--- config.mk ---
export PLATFORM = sky130hd
export DESIGN_NAME = ieqks_cmd_fifo
export DESIGN_NICKNAME = d
export VERILOG_FILES = /design/src/design/ieqks_pkg.sv /design/src/design/ieqks_cmd_fifo.sv
export SDC_FILE = /design/constraint.sdc
export NUM_CORES = 1
export LEC_CHECK = 0
export ABC_AREA = 0
export BUFFER_PORTS_ARGS = -buffer_cell sky130_fd_sc_hd__buf_2
export CORE_UTILIZATION = 61
export CTS_CLUSTER_SIZE = 16
export DETAILED_ROUTE_END_ITERATION = 8
export GPL_ROUTABILITY_DRIVEN = 0
export GPL_TIMING_DRIVEN = 0
export PLACE_DENSITY_LB_ADDON = 0.3
export SLEW_MARGIN = 40
export SYNTH_ARGS = -nofsm -noshare
export SYNTH_HDL_FRONTEND = slang
export SYNTH_SLANG_ARGS = --single-unit
--- constraint.sdc ---
create_clock -name clk -period 5.4 [get_ports clk]
set_input_delay 1.08 -clock clk [delete_from_list [all_inputs] [get_ports clk]]
set_output_delay 1.08 -clock clk [all_outputs]
set_load 0.01 [all_outputs]
--- src/design/ieqks_pkg.sv ---
`timescale 1ns / 1ps
`default_nettype none
// ----------------------------------------------------------------------------
// ieqks_pkg: shared types and constants for the input event queue
// Action codes, command format between front and back, result format.
// ----------------------------------------------------------------------------
package ieqks_pkg;

	localparam int RING_DEPTH_DEF = 64;
	localparam int KEY_COUNT_DEF  = 768;
	localparam int CMDQ_DEPTH     = 4;

	localparam logic [2:0] ACT_PUSH = 3'd0;
	localparam logic [2:0] ACT_KEY  = 3'd1;
	localparam logic [2:0] ACT_SYNC = 3'd2;
	localparam logic [2:0] ACT_READ = 3'd3;
	localparam logic [2:0] ACT_TICK = 3'd4;

	localparam logic [15:0] TYPE_KEY    = 16'd1;
	localparam logic [15:0] TYPE_SYNC   = 16'd0;
	localparam logic [15:0] CODE_REPORT = 16'd0;

	localparam logic signed [31:0] VAL_RELEASE = 32'sd0;
	localparam logic signed [31:0] VAL_PRESS   = 32'sd1;
	localparam logic signed [31:0] VAL_REPEAT  = 32'sd2;

	// tick / 100 == (tick * DIV_MUL) >> DIV_SHIFT for every 32-bit tick
	localparam logic [31:0] DIV_MUL       = 32'd1374389535;
	localparam int          DIV_SHIFT     = 37;
	localparam logic [31:0] TICK_HZ       = 32'd100;
	localparam logic [19:0] USEC_PER_TICK = 20'd10000;

	typedef enum logic [1:0] {
		CMD_NOP,
		CMD_ENQ,
		CMD_READ,
		CMD_TICK
	} cmd_op_t;

	typedef struct packed {
		cmd_op_t            op;
		logic [15:0]        ev_type;
		logic [15:0]        ev_code;
		logic signed [31:0] ev_value;
		logic [5:0]         rcount;
	} cmd_t;

	typedef enum logic {
		BK_IDLE,
		BK_READ
	} bk_state_t;

	typedef struct packed {
		logic       accepted;
		logic       item_valid;
		logic       dropped;
		logic       last;
		logic [5:0] fill;
	} meta_t;

	typedef struct packed {
		logic               accepted;
		logic               item_valid;
		logic [15:0]        out_type;
		logic [15:0]        out_code;
		logic signed [31:0] out_value;
		logic [25:0]        ts_sec;
		logic [19:0]        ts_usec;
		logic [5:0]         fill_count;
		logic               dropped_oldest;
		logic               last;
	} result_t;

endpackage
`default_nettype wire

--- src/design/ieqks_cmd_fifo.sv ---
`timescale 1ns / 1ps
`default_nettype none
// ----------------------------------------------------------------------------
// ieqks_cmd_fifo: command queue between front and back
// Small register FIFO, head visible without a pop.
// ----------------------------------------------------------------------------
module ieqks_cmd_fifo (
	input  wire logic             clk,
	input  wire logic             arst_n,
	input  wire logic             push,
	input  wire ieqks_pkg::cmd_t  push_cmd,
	input  wire logic             pop,
	output logic                  full,
	output logic                  empty,
	output ieqks_pkg::cmd_t       head
);
	import ieqks_pkg::*;

	localparam int QW = $clog2(CMDQ_DEPTH);

	cmd_t        entry_q [CMDQ_DEPTH];
	logic [QW-1:0] wr_q;
	logic [QW-1:0] rd_q;
	logic [QW:0]   cnt_q;

	assign full  = cnt_q == (QW + 1)'(CMDQ_DEPTH);
	assign empty = cnt_q == '0;
	assign head  = entry_q[rd_q];

	always_ff @(posedge clk or negedge arst_n) begin
		if (!arst_n) begin
			wr_q  <= '0;
			rd_q  <= '0;
			cnt_q <= '0;
		end else begin
			if (push) begin
				wr_q <= wr_q + 1'b1;
			end
			if (pop) begin
				rd_q <= rd_q + 1'b1;
			end
			if (push && !pop) begin
				cnt_q <= cnt_q + 1'b1;
			end else if (pop && !push) begin
				cnt_q <= cnt_q - 1'b1;
			end
		end
	end

	always_ff @(posedge clk) begin
		if (push) begin
			entry_q[wr_q] <= push_cmd;
		end
	end

endmodule
`default_nettype wire

### Word level (Yosys, flattened, before mapping)

Memory sizes are Yosys's and may differ from the RTL's.
Cells that the tools add are included.

| word-level totals | value |
|---|---|
| memories kept | 1 |
| output and inout bits | 74 |
| memory bits (writable) | 288 |
| word-level logic and storage cells | 19 |
| register bits after elaboration | 7 |
| input bits | 76 |

| operators by class | value |
|---|---|
| eq/ne operators | 1 |
| add/sub/neg operators | 4 |
| mux-type cells | 4 |
| reductions and logical operators | 6 |

Memories:

| memory | words | bits a word | rd ports | clocked after memory_dff | write ports | RTL line | source |
|---|---|---|---|---|---|---|---|
| entry_q | 4 | 72 | 1 | 0 | 1 | ieqks_cmd_fifo.sv:21 | `cmd_t entry_q [CMDQ_DEPTH];` |

Operators with widths:

| cell | count |
|---|---|
| 3-bit 2-to-1 mux | 2 |
| 2-bit by 1-bit adder with 2-bit output (second input constant) | 2 |
| 3-bit by 1-bit adder with 3-bit output (second input constant) | 1 |
| 3-bit equality test (second input constant) | 1 |
| 3-bit logical NOT | 1 |
| 3-bit by 1-bit subtractor with 3-bit output (second input constant) | 1 |
| 1-bit logical AND | 2 |
| 1-bit logical NOT | 2 |
| 1-bit 2-to-1 mux | 2 |
| 2-bit nonzero test | 1 |

### Depth between registers and ports, before layout

| logic depth | value |
|---|---|
| word-level depth | 4 |
| mapped depth | 7 |
| depth with buffers taken out | 7 |

### Worst setup path after synthesis

OpenSTA, ideal clock, no wires.

| path | value |
|---|---|
| path type | in2reg |
| start point | input push |
| end point | memory entry_q[1][0] (netlist name) (enable) |
| setup slack | 2,197 ps |
| stages on the path | 1 |
| arrival time | 2,765 ps |
| setup time | 438 ps |
| data required time | 4,962 ps |
| path buffers | 0 |
| cell sequence | and2_1 |

| between the ends | value |
|---|---|
| cells in the longest elaborated chain, start to end | 2 |

RTL lines:

| what | RTL line | source |
|---|---|---|
| start, declared | ieqks_cmd_fifo.sv:10 | `input wire logic push,` |
| 1-bit 2-to-1 mux | ieqks_cmd_fifo.sv:51 | `if (push) begin` |
| 1-bit 2-to-1 mux (implied by the code) | ieqks_cmd_fifo.sv:52 | `entry_q[wr_q] <= push_cmd;` |
| end, declared | ieqks_cmd_fifo.sv:21 |  |

Every way passes these cells.

==> results by group <==
Yosys
  – Syn Nets: 492
  – Main combinational cell family by area after synthesis: multiplexers
  – Xor and xnor area share after synthesis: less than 1%
  – Synth Area in Simple Gates: 0.4524%
  – Post-synthesis cell count: 410
  – Fraction of the yosys area taken by sequential cells: 81.80%
  – Synth Cell Area: 10790 sq um
  – Synth warn: 0
  – Compound-Gate Fraction of Synth Area: 0.04640%
  – Synthesized flop and latch total: 295
  – Syn_area_per_cell: between 20 and 30 sq um
  – Multiplexer area fraction after synthesis: 15.14%
  – Yosys cell types: 18
  – Post-Synth Adder-Cell Area: less than 1%

Route
  – DR DRC count: 0
  – WL final: 19240 microns
  – 1st-iter DRT viols: 283
  – TritonRoute pass-1 iters: 4
  – DR vias: 4885
  – DRT antenna net count: 0
  – Routed vias/inst: 5.809
  – Routed len/inst: 22.88 microns

Setup path
  – CP Capture Type: output pin
  – CP arrival: 1.99 ns
  – Crit path max-delay family: buffers and inverters
  – Critical path's slowest cell: mux4_2
  – Crit path buf inv count: 3
  – Crit path cell chain: buf_6 > buf_6 > mux4_2 > buf_2
  – Req. time, crit path: 4.32 ns
  – Max incr delay on CP: 0.54 ns
  – Crit Path Class: reg2out
  – Critical path's most frequent cell: buf_6
  – CP startpoint kind: flop
  – Peak fanout along the critical path: 10

Floorplan
  – Die W: 135.0 microns
  – Die area: 18220 sq um
  – Initial core utilization: 62.36%
  – Area of the core: 17300 sq um
  – Num ports: 150
  – FP Rows: 48
  – Die height: roughly 130 microns

STA
  – Max-Slew Margin vs Limit: 63.62%
  – Final setup skew: 0.01157 ns
  – RSZ-0062 raised after global routing: no
  – Final Hold Vio Count: 0
  – Post-route setup slack: 2.330 ns
  – Worst slew pin tran: around 0.55 ns
  – Post-route clock period utilization: 56.84%
  – Max-slew violations: 0
  – Max Fclk: 0.3258 GHz
  – Min cycle time layout: 3.070 ns
  – Endpoints failing setup: 0
  – Setup_tns: 0 ns

Pwr
  – Pwr Total: around 7.0 mW
  – Lkg Pwr: about 4.4 nW
  – Power per cell area: 542.3 nW/um^2
  – Worst vdd ir: about 0.00036 V

Global routing
  – Vias in the first global route: 5133
  – Initial antenna violation count: 2
  – First-pass GRT wire length: 28860 microns
  – Global-route usage over all layers: 21.66%
  – Grt ovf: 0
  – Largest net degree at the start of global routing: 33

Place
  – DP Wirelength: 11820 microns
  – Pre-CTS WS: 2.817 ns
  – PortBufs: approximately 150

Clock tree
  – Hold Buf Count CTS: 0
  – Worst-Skew Late Latency: roughly 0.51 ns
  – Clk slew on worst S/H paths: 0.06 ns
  – Post-CTS Resized: 0
  – Clock buffer depth: 3
  – Htree depth: 1
  – Sink Count: 295
  – Post-CTS Repair Setup Buffers: 0
  – Root Buffer: clkbuf_16
  – CTS Buf Count: 27
  – CTS tree: yes

Layout
  – Nets: a little under 700
  – Commonest non-fill, non-tap cell in the layout: edfxtp_1
  – Share of cells above drive strength 1: 46.75%
  – Antenna diodes: 0
  – Most frequent cells in the layout: 288 x edfxtp_1, 157 x buf_2, 72 x mux4_2
  – Area Growth Syn to Fin: 18.81%

Hold path
  – Hold Path Class: in2async

Run
  – Maxcap violations: 0

Run status
  – Status: complete, no violations
[worst paths after layout]
| kind | slack, ns | depth (start not counted) | end | from |
|---|---|---|---|---|
| setup / recovery | 2.33 | 4 | head[1] | rd_q[0] |
| hold / removal | 0.39 | 1 | cnt_q[2] | arst_n |
| setup reg to reg | 3.42 | 5 | entry_q[0][25] | wr_q[0] |
| hold reg to reg | 0.49 | 1 | cnt_q[2] | cnt_q[2] |
| max in group asynchronous | 4.86 | 1 | rd_q[1] | arst_n |
| min in group clk | 0.49 | 1 | cnt_q[2] | cnt_q[2] |
[kinds of logic after synthesis]
kind of cell | Yosys count
muxes | 73
AOI/OAI and AO/OA | 1
adders and majority gates | 6
and+or+nand+nor | 9
xor gates and xnor gates | 6
buffers and inverters | 20
DFF | 295
[Yosys cell counts]
| cell | number | area share (%) |
|---|---|---|
| o21ai_0 | 1 | 0.046 |
| and2_1 | 4 | 0.23 |
| buf_4 | 1 | 0.070 |
| mux2_2 | 1 | 0.10 |
| fa_1 | 1 | 0.19 |
| edfxtp_1 | 288 | 80 |
| mux4_2 | 72 | 15 |
| nor3b_1 | 1 | 0.070 |
| dfrtp_1 | 7 | 1.6 |
| nor3_1 | 1 | 0.046 |
| buf_2 | 8 | 0.37 |
| nand2_1 | 2 | 0.070 |
| nor2_1 | 1 | 0.035 |
| ha_1 | 5 | 0.58 |
| buf_6 | 7 | 0.73 |
| xor2_1 | 4 | 0.32 |
| inv_1 | 4 | 0.14 |
| xnor2_1 | 2 | 0.16 |
[power by group]
| group | leakage [nW] | internal, mW | switching, mW | total [mW] |
|---|---|---|---|---|
| Combinational | 1.31 | 0.992 | 1.09 | 2.08 |
| Clock | 0.407 | 1.01 | 0.750 | 1.76 |
| Sequential | 2.73 | 2.99 | 0.112 | 3.10 |
| Total | 4.45 | 5.00 | 1.95 | 6.95 |
[per-layer routing]
layer	global-route usage [%]	up-vias	wire [microns]
met5	0	-	25
met4	4.619	4	193
met1	28.00	2551	7355
met3	5.105	23	1313
met2	37.86	175	10350
li1	-	2132	-
[through the flow]
stage          instances  hold slack, ns  area (sq um)  utilization, %
3_5_place_dp         792          0.4874         11990           69.33
6_report             841          0.3852         12820           74.10
3_3_place_gp         784          0.4744         11810           68.30
2_1_floorplan        410          0.4563         10790               -
4_1_cts              841          0.3782         12820           74.10
5_1_grt              841          0.3840         12820           74.10
[worst register-to-register path, delay by kind of cell, from the launching register on]
kind,cells,cell delay (ns)
buffers and inverters,3,0.56
adder cells (fa/ha/maj),1,0.17
flip-flops,1,0.43
AND/OR/NAND/NOR,1,0.49
[flip-flops by register name, summed over array words and instances, names as in the netlist]
name     flops
rd_q         2
wr_q         2
entry_q    288
cnt_q        3
[area by class of cell]
class                      instances  area [sq um]
multi-input combinational         95          1832
clock inverter                    16         126.4
sequential                       295          8823
inverter                           4         15.01
clock buffer                      33         698.2
buffer                            16         126.4
fill                             972          4481
timing repair buffer             157         913.4
tap                              225         281.5
Power figures use the tool's default switching activity.
