**config.mk**
```make
export PLATFORM = sky130hd
export DESIGN_NAME = ieqks_front
export DESIGN_NICKNAME = d
export VERILOG_FILES = /design/src/design/ieqks_pkg.sv /design/src/design/ieqks_front.sv
export SDC_FILE = /design/constraint.sdc
export NUM_CORES = 1
export LEC_CHECK = 0
export ABC_AREA = 1
export BUFFER_PORTS_ARGS = -buffer_cell sky130_fd_sc_hd__buf_4
export CORE_MARGIN = 10
export CORE_UTILIZATION = 50
export CTS_CLUSTER_DIAMETER = 150
export CTS_CLUSTER_SIZE = 8
export DETAILED_ROUTE_END_ITERATION = 7
export PLACE_DENSITY = 0.67
export SYNTH_ARGS = -nofsm -noshare
export SYNTH_HDL_FRONTEND = slang
export SYNTH_SLANG_ARGS = --single-unit
```
**constraint.sdc**
```tcl
create_clock -name clk -period 50.7 [get_ports clk]
set_clock_uncertainty 0.05 [all_clocks]
set_input_delay 0 -clock clk [delete_from_list [all_inputs] [get_ports clk]]
set_output_delay 0 -clock clk [all_outputs]
set_load 0.1 [all_outputs]
```
**src/design/ieqks_pkg.sv**
```systemverilog
`timescale 1ns / 1ps
`default_nettype none
// ----------------------------------------------------------------------------
// ieqks_pkg: shared types and constants for the input event queue
// Action codes, command format between front and back, result format.
// ----------------------------------------------------------------------------
package ieqks_pkg;

	localparam int RING_DEPTH_DEF = 64;
	localparam int KEY_COUNT_DEF  = 768;
	localparam int CMDQ_DEPTH     = 4;

	localparam logic [2:0] ACT_PUSH = 3'd0;
	localparam logic [2:0] ACT_KEY  = 3'd1;
	localparam logic [2:0] ACT_SYNC = 3'd2;
	localparam logic [2:0] ACT_READ = 3'd3;
	localparam logic [2:0] ACT_TICK = 3'd4;

	localparam logic [15:0] TYPE_KEY    = 16'd1;
	localparam logic [15:0] TYPE_SYNC   = 16'd0;
	localparam logic [15:0] CODE_REPORT = 16'd0;

	localparam logic signed [31:0] VAL_RELEASE = 32'sd0;
	localparam logic signed [31:0] VAL_PRESS   = 32'sd1;
	localparam logic signed [31:0] VAL_REPEAT  = 32'sd2;

	// tick / 100 == (tick * DIV_MUL) >> DIV_SHIFT for every 32-bit tick
	localparam logic [31:0] DIV_MUL       = 32'd1374389535;
	localparam int          DIV_SHIFT     = 37;
	localparam logic [31:0] TICK_HZ       = 32'd100;
	localparam logic [19:0] USEC_PER_TICK = 20'd10000;

	typedef enum logic [1:0] {
		CMD_NOP,
		CMD_ENQ,
		CMD_READ,
		CMD_TICK
	} cmd_op_t;

	typedef struct packed {
		cmd_op_t            op;
		logic [15:0]        ev_type;
		logic [15:0]        ev_code;
		logic signed [31:0] ev_value;
		logic [5:0]         rcount;
	} cmd_t;

	typedef enum logic {
		BK_IDLE,
		BK_READ
	} bk_state_t;

	typedef struct packed {
		logic       accepted;
		logic       item_valid;
		logic       dropped;
		logic       last;
		logic [5:0] fill;
	} meta_t;

	typedef struct packed {
		logic               accepted;
		logic               item_valid;
		logic [15:0]        out_type;
		logic [15:0]        out_code;
		logic signed [31:0] out_value;
		logic [25:0]        ts_sec;
		logic [19:0]        ts_usec;
		logic [5:0]         fill_count;
		logic               dropped_oldest;
		logic               last;
	} result_t;

endpackage
`default_nettype wire

```
**src/design/ieqks_front.sv**
```systemverilog
`timescale 1ns / 1ps
`default_nettype none
// ----------------------------------------------------------------------------
// ieqks_front: command intake and key state tracking
// Takes items, does the key map read-modify-write and issues commands.
// ----------------------------------------------------------------------------
module ieqks_front #(
	parameter int KEY_COUNT = ieqks_pkg::KEY_COUNT_DEF
) (
	input  wire logic               clk,
	input  wire logic               arst_n,
	input  wire logic               start,
	input  wire logic [2:0]         action,
	input  wire logic [15:0]        event_type,
	input  wire logic [15:0]        event_code,
	input  wire logic signed [31:0] event_value,
	input  wire logic               key_pressed,
	input  wire logic [5:0]         read_count,
	input  wire logic               q_full,
	output logic                    busy,
	output logic                    q_push,
	output ieqks_pkg::cmd_t         q_cmd
);
	import ieqks_pkg::*;

	localparam int KW = $clog2(KEY_COUNT);

	logic key_mem [KEY_COUNT];

	logic               clr_q;
	logic [KW-1:0]      clr_addr_q;
	logic               valid_s1;
	logic [2:0]         act_s1;
	logic [15:0]        type_s1;
	logic [15:0]        code_s1;
	logic signed [31:0] value_s1;
	logic               pressed_s1;
	logic [5:0]         rcount_s1;
	logic               in_range_s1;
	logic               held_s1;
	logic               accept;
	logic               key_go;
	logic               key_we;

	assign busy   = clr_q | valid_s1;
	assign accept = start & ~busy;
	assign q_push = valid_s1 & ~q_full;
	assign key_go = in_range_s1 & (pressed_s1 | held_s1);
	assign key_we = q_push & (act_s1 == ACT_KEY) & key_go;

	always_ff @(posedge clk or negedge arst_n) begin
		if (!arst_n) begin
			clr_q      <= 1'b1;
			clr_addr_q <= '0;
			valid_s1   <= 1'b0;
		end else begin
			if (clr_q) begin
				clr_addr_q <= clr_addr_q + 1'b1;
				if (clr_addr_q == KW'(KEY_COUNT - 1)) begin
					clr_q <= 1'b0;
				end
			end
			if (accept) begin
				valid_s1 <= 1'b1;
			end else if (q_push) begin
				valid_s1 <= 1'b0;
			end
		end
	end

	always_ff @(posedge clk) begin
		if (accept) begin
			act_s1      <= action;
			type_s1     <= event_type;
			code_s1     <= event_code;
			value_s1    <= event_value;
			pressed_s1  <= key_pressed;
			rcount_s1   <= read_count;
			in_range_s1 <= event_code < 16'(KEY_COUNT);
		end
	end

	// key map: one write port (clear sweep or update), one registered read
	always_ff @(posedge clk) begin
		if (clr_q) begin
			key_mem[clr_addr_q] <= 1'b0;
		end else if (key_we) begin
			key_mem[code_s1[KW-1:0]] <= pressed_s1;
		end
	end

	always_ff @(posedge clk) begin
		if (accept) begin
			held_s1 <= key_mem[event_code[KW-1:0]];
		end
	end

	always_comb begin
		q_cmd          = '0;
		q_cmd.op       = CMD_NOP;
		q_cmd.ev_code  = code_s1;
		q_cmd.rcount   = rcount_s1;
		case (act_s1)
			ACT_PUSH: begin
				q_cmd.op       = CMD_ENQ;
				q_cmd.ev_type  = type_s1;
				q_cmd.ev_value = value_s1;
			end
			ACT_KEY: begin
				if (key_go) begin
					q_cmd.op      = CMD_ENQ;
					q_cmd.ev_type = TYPE_KEY;
					if (!pressed_s1) begin
						q_cmd.ev_value = VAL_RELEASE;
					end else if (held_s1) begin
						q_cmd.ev_value = VAL_REPEAT;
					end else begin
						q_cmd.ev_value = VAL_PRESS;
					end
				end
			end
			ACT_SYNC: begin
				q_cmd.op      = CMD_ENQ;
				q_cmd.ev_type = TYPE_SYNC;
				q_cmd.ev_code = CODE_REPORT;
			end
			ACT_READ: begin
				q_cmd.op = CMD_READ;
			end
			ACT_TICK: begin
				q_cmd.op = CMD_TICK;
			end
			default: begin
				q_cmd.op = CMD_NOP;
			end
		endcase
	end

endmodule
`default_nettype wire

```
## Yosys cells after proc, flatten, opt, wreduce, memory -nomap -nowiden

Memories as Yosys holds them, arrays and structs flattened. A register that Yosys moved wholly into a read port is not among the register bits.
Cells that the tools add are included.

- Memories kept: 1
- Bits in writable memories: 768
- Bits in registers: 87
- Output and inout bits: 74

Memory list:

| name | depth | bits a word | rd ports | clocked after memory_dff | wr ports | line | text |
|---|---|---|---|---|---|---|---|
| key_mem | 768 | 1 | 1 | 1 | 1 | ieqks_front.sv:28 | `logic key_mem [KEY_COUNT];` |

- Order comparisons: 1
- Add/sub/neg operators: 1
- Equality and inequality tests: 5
- Reductions and logical operators: 4
- Bitwise operators: 9
- Muxes and demuxes: 20

Operators by type and width:

| operator | count |
|---|---|
| $mux 32 | 2 |
| $pmux 32 s2 | 1 |
| $pmux 16 s2 | 1 |
| $mux 17 | 1 |
| $lt 16x10->1 const B | 1 |
| $mux 16 | 1 |
| $mux 1 | 11 |
| $add 10x1->10 const B | 1 |
| $eq 10x10->1 const B | 1 |
| $mux 10 | 1 |
| $pmux 2 s4 | 1 |
| $eq 3x2->1 const B | 2 |
| $and 1x1->1 | 5 |
| $eq 3x1->1 const B | 1 |
| $eq 3x3->1 const B | 1 |
| $logic_not 3->1 | 1 |
| $mux 2 | 1 |
| $not 1->1 | 2 |
| $or 1x1->1 | 2 |
| $reduce_bool 2->1 | 1 |
| $reduce_or 2->1 | 1 |
| $reduce_or 1->1 | 1 |

## Longest topological paths before layout

- Depth after elaboration: 9
- Gate-level depth with buffers: 17
- Mapped depth without buffers: 14

## Least setup slack after synthesis

No wires, ideal clock.

- Path kind: flip-flop to flip-flop
- Start point: reg act_s1[1]
- End point: mem key_mem[0], data pin
- Period minus slack after synthesis: 22.477 ns
- Stages on the path, launching flop included: 7
- Required time: 46.883 ns
- Data arrival time: 18.660 ns
- Path slack: 28.223 ns
- Setup time: 3.767 ns
- Path buffers: 1
- Path through: edfxtp_1 inv_2 nand3_2 nor3_2 nand3_1 buf_2 nor2_1

- Cells in the longest elaborated chain, start to end: 8

Ends and longest elaborated chain:

| item | line | text |
|---|---|---|
| from (decl) | ieqks_front.sv:33 | `logic [2:0] act_s1;` |
| from (signal assigned) | ieqks_front.sv:73 | `act_s1 <= action;` |
| $eq 3x1->1 | ieqks_front.sv:49 | `assign key_we = q_push & (act_s1 == ACT_KEY) & key_go;` |
| $and 1x1->1 (2 in a row) | ieqks_front.sv:49 |  |
| $mux 1 | ieqks_front.sv:87 | `end else if (key_we) begin` |
| $mux 1 | ieqks_front.sv:85 | `if (clr_q) begin` |
| $mux 1 (implied by the code) | ieqks_front.sv:88 | `key_mem[code_s1[KW-1:0]] <= pressed_s1;` |
| $reduce_or 1->1 (no line) | - |  |
| $mux 1 (no line) | - |  |
| to (decl) | ieqks_front.sv:28 |  |

No other way between the ends.

## Final worst setup path

- Start point: reg act_s1[1]
- End point: mem key_mem[383], data pin

Same word-level chain as after synthesis.

==> out/metrics.cfg <==
[power_and_ir_drop]
p_sw_uw=406.7
sw_frac_of_total=0.2493
p_seq_frac=0.484
p_clk_frac=0.418
power_density_nw_per_um2=37.10
internal_power_mw=1.225
combPwrFrac=0.098
ir_worst_vdd_mv=0.02913
p_leak_nw=16.23
power_mw=1.632

[finish]
final_cell_mix=944 x nor2_1, 844 x edfxtp_1, 739 x nand2_1
fillers=6232
multi_input_area_um2=10770
drive_gt1_frac=0.1033
mostFrequentLayoutCell=nor2_1
utilization=0.5801
syn_to_final_growth_pct=15.23
register_area_um2=25650
diodes=0
finalNetCount=4040

[synthesis]
synth_cells=3825
synthTopCellsByArea=edfxtp_1 66%, nor2_1 9.3%, nand3_1 8.2%
synth-simple-area-share=0.2555
yosys_register_bits=856
synthesis.nets=3904
synth_enable_flop_cells=844
ys.flop_type=edfxtp_1
yosysSeqAreaShare=0.6719
yosys.area.top_type=edfxtp_1
yosysTopAreaCellShare=0.6640
synthMuxAreaShare=0
synth_compound_area_frac=0.02373
post_synth_num_cell_types=33
synth_top_family_by_area=simple AND/OR/NAND/NOR gates
synthArstFlopShare=0.01402
synth_area_um2=38170
synthXorXnorAreaFrac=0.001836
synth_fa_ha_area_frac=0.0003278
ys_warn_count=0
avgSynthCellArea_um2=9.979

[place]
globalplace.congestion=0.8330
portBuffers=151
dp_hpwl_um=54510

[grt]
grt_max_degree=290
overflow=0
grt_usage=0.2421
antenna_found_initial=0
grt_pass1_vias=27270
grt_pass1_wl_um=162300

[clock_network]
cts_buffers=116
cts_root_buf=clkbuf_16
clock-sinks=856
clk_latency_ns=0.68
clockBufferDepth=3
htreeDepth=3
clkTransAtPathRegs_ns=0.05
cts_tree=done

[floorplan]
fp.dieArea_um2=87790
boundaryPins=152
die_h_um=296.3
initial_core_util=0.5034
coreArea_um2=75820
dieWidth_um=296.3
rows=101

[setup_path]
cpMaxStageDelayCell=nor2_4
worstPathCellList=inv_2, nand3_2, nor3_2, nand3_1, nor2_4, buf_12, buf_4
startpoint_type=flop
cp_slowest_stage_delay_ns=0.88
critPathKind=flop to flop
cp.arrival_ns=5.09
critPathCaptureType=flop
critPathMaxFanout=289
worstPathRequired_ns=50.98

[sta]
finalCriticalPeriod_ns=4.813
fmax_mhz=207.8
finalSetupViolCount=0
rsz0062_at_grt=false
hold_viol_final=0
period_share=0.09492
finalSetupTns_ns=0
maxSlewHeadroom=0.08043
drv_slew=0
worst_pin_slew_ns=1.379

[route]
wirelength_um=107700
final_antenna_net_count=0
drtPass1Iterations=6
post_drt_via_cell_ratio=5.773
drcViolationCount=0
via_count=28610
dr.first_iter.drc_count=3229
post_drt_wl_per_cell_um=21.74

[min_path]
min_path_type=input port to flop

[job]
drv_cap=0

[outcome]
status=complete, no violations

power groups by stage:
stage	registers (mW)	clock network (mW)	logic (mW)
final	0.790	0.682	0.160
after global routing	0.790	0.716	0.169
after CTS	0.789	0.689	0.158
after detailed placement	0.802	0	0.150
after global placement	0.802	0	0.149
after floorplan	0.811	0	0.102
cell families (layout without fill, tap and decap cells):
kind of cell	count (synthesis)	after routing
flip-flops	856	856
AND/OR/NAND/NOR	2354	2354
buffers and inverters	448	600
adder cells (fa/ha/maj)	1	1
XOR/XNOR	8	8
AO/OA/AOI/OAI	158	158
cell usage after synthesis (14+ instances only):
library cell    n
buf_1          48
nand2_1       739
nor3_1         14
buf_2          78
o21ai_0        94
clkbuf_1      183
inv_2          21
nand3_1       628
o22ai_1        44
edfxtp_1      844
nor2_1        945
inv_1         115
worst paths after layout:
kind / startpoint / endpoint / slack (ns) / cells past startpoint
worst max-delay path: act_s1[1] / key_mem[383] / 45.89 / 7
min in group asynchronous: arst_n / clr_addr_q[7] / 0.35 / 3
worst min-delay path: event_value[24] / value_s1[24] / 0.02 / 2
worst max register to register: act_s1[1] / key_mem[383] / 45.89 / 7
max in group asynchronous: arst_n / clr_addr_q[3] / 49.87 / 3
worst min register to register: clr_q / clr_q / 0.47 / 2
metal layers:
layer  part of all wire  track usage  vias up
met3               0.10      0.03827      236
met1               0.40       0.3258    13870
met5                  0            0        -
li1                   -            -    13070
met2               0.47       0.3941     1424
met4              0.033      0.09018        0
stage by stage:
step / worst slack, ns / hold slack [ns] / cells / instance area (um2)
finish: 45.89 / 0.02449 / 4955 / 43980
global route: 45.53 / 0.01934 / 4955 / 43980
CTS: 45.99 / 0.001435 / 4955 / 43980
detailed placement: 46.01 / -0.1961 / 4718 / 39900
global placement: 46.07 / -0.2007 / 4718 / 39900
floorplan: 28.22 / -0.3456 / 3825 / 38170
cell type report:
cell class | count | area share
clock buffer | 127 | 0.06694
clock inverter | 7 | 0.002333
inverter | 138 | 0.01218
multi-input combinational | 2521 | 0.2450
sequential | 856 | 0.5831
tap | 978 | 0.02782
timing repair buffer | 328 | 0.06267
critical path, delay by kind of cell, from the launching register on:
family | cells | cell delay [ns]
DFF | 1 | 0.41
buffers and inverters | 3 | 1.58
and+or+nand+nor | 4 | 1.86
state kept, by name, indices dropped and copies added (netlist names):
name,flops
code_s1,16
rcount_s1,6
held_s1,1
pressed_s1,1
clr_addr_q,10
type_s1,16
in_range_s1,1
value_s1,32
valid_s1,1
clr_q,1
act_s1,3
key_mem,768
what timing repair did:
item,4_1_cts,5_1_grt
setup buffers,0,0
resized for setup,0,0
hold buffers,103,0
hold endpoints to repair,95,0
Note: power is estimated with default switching activity, not from simulation.
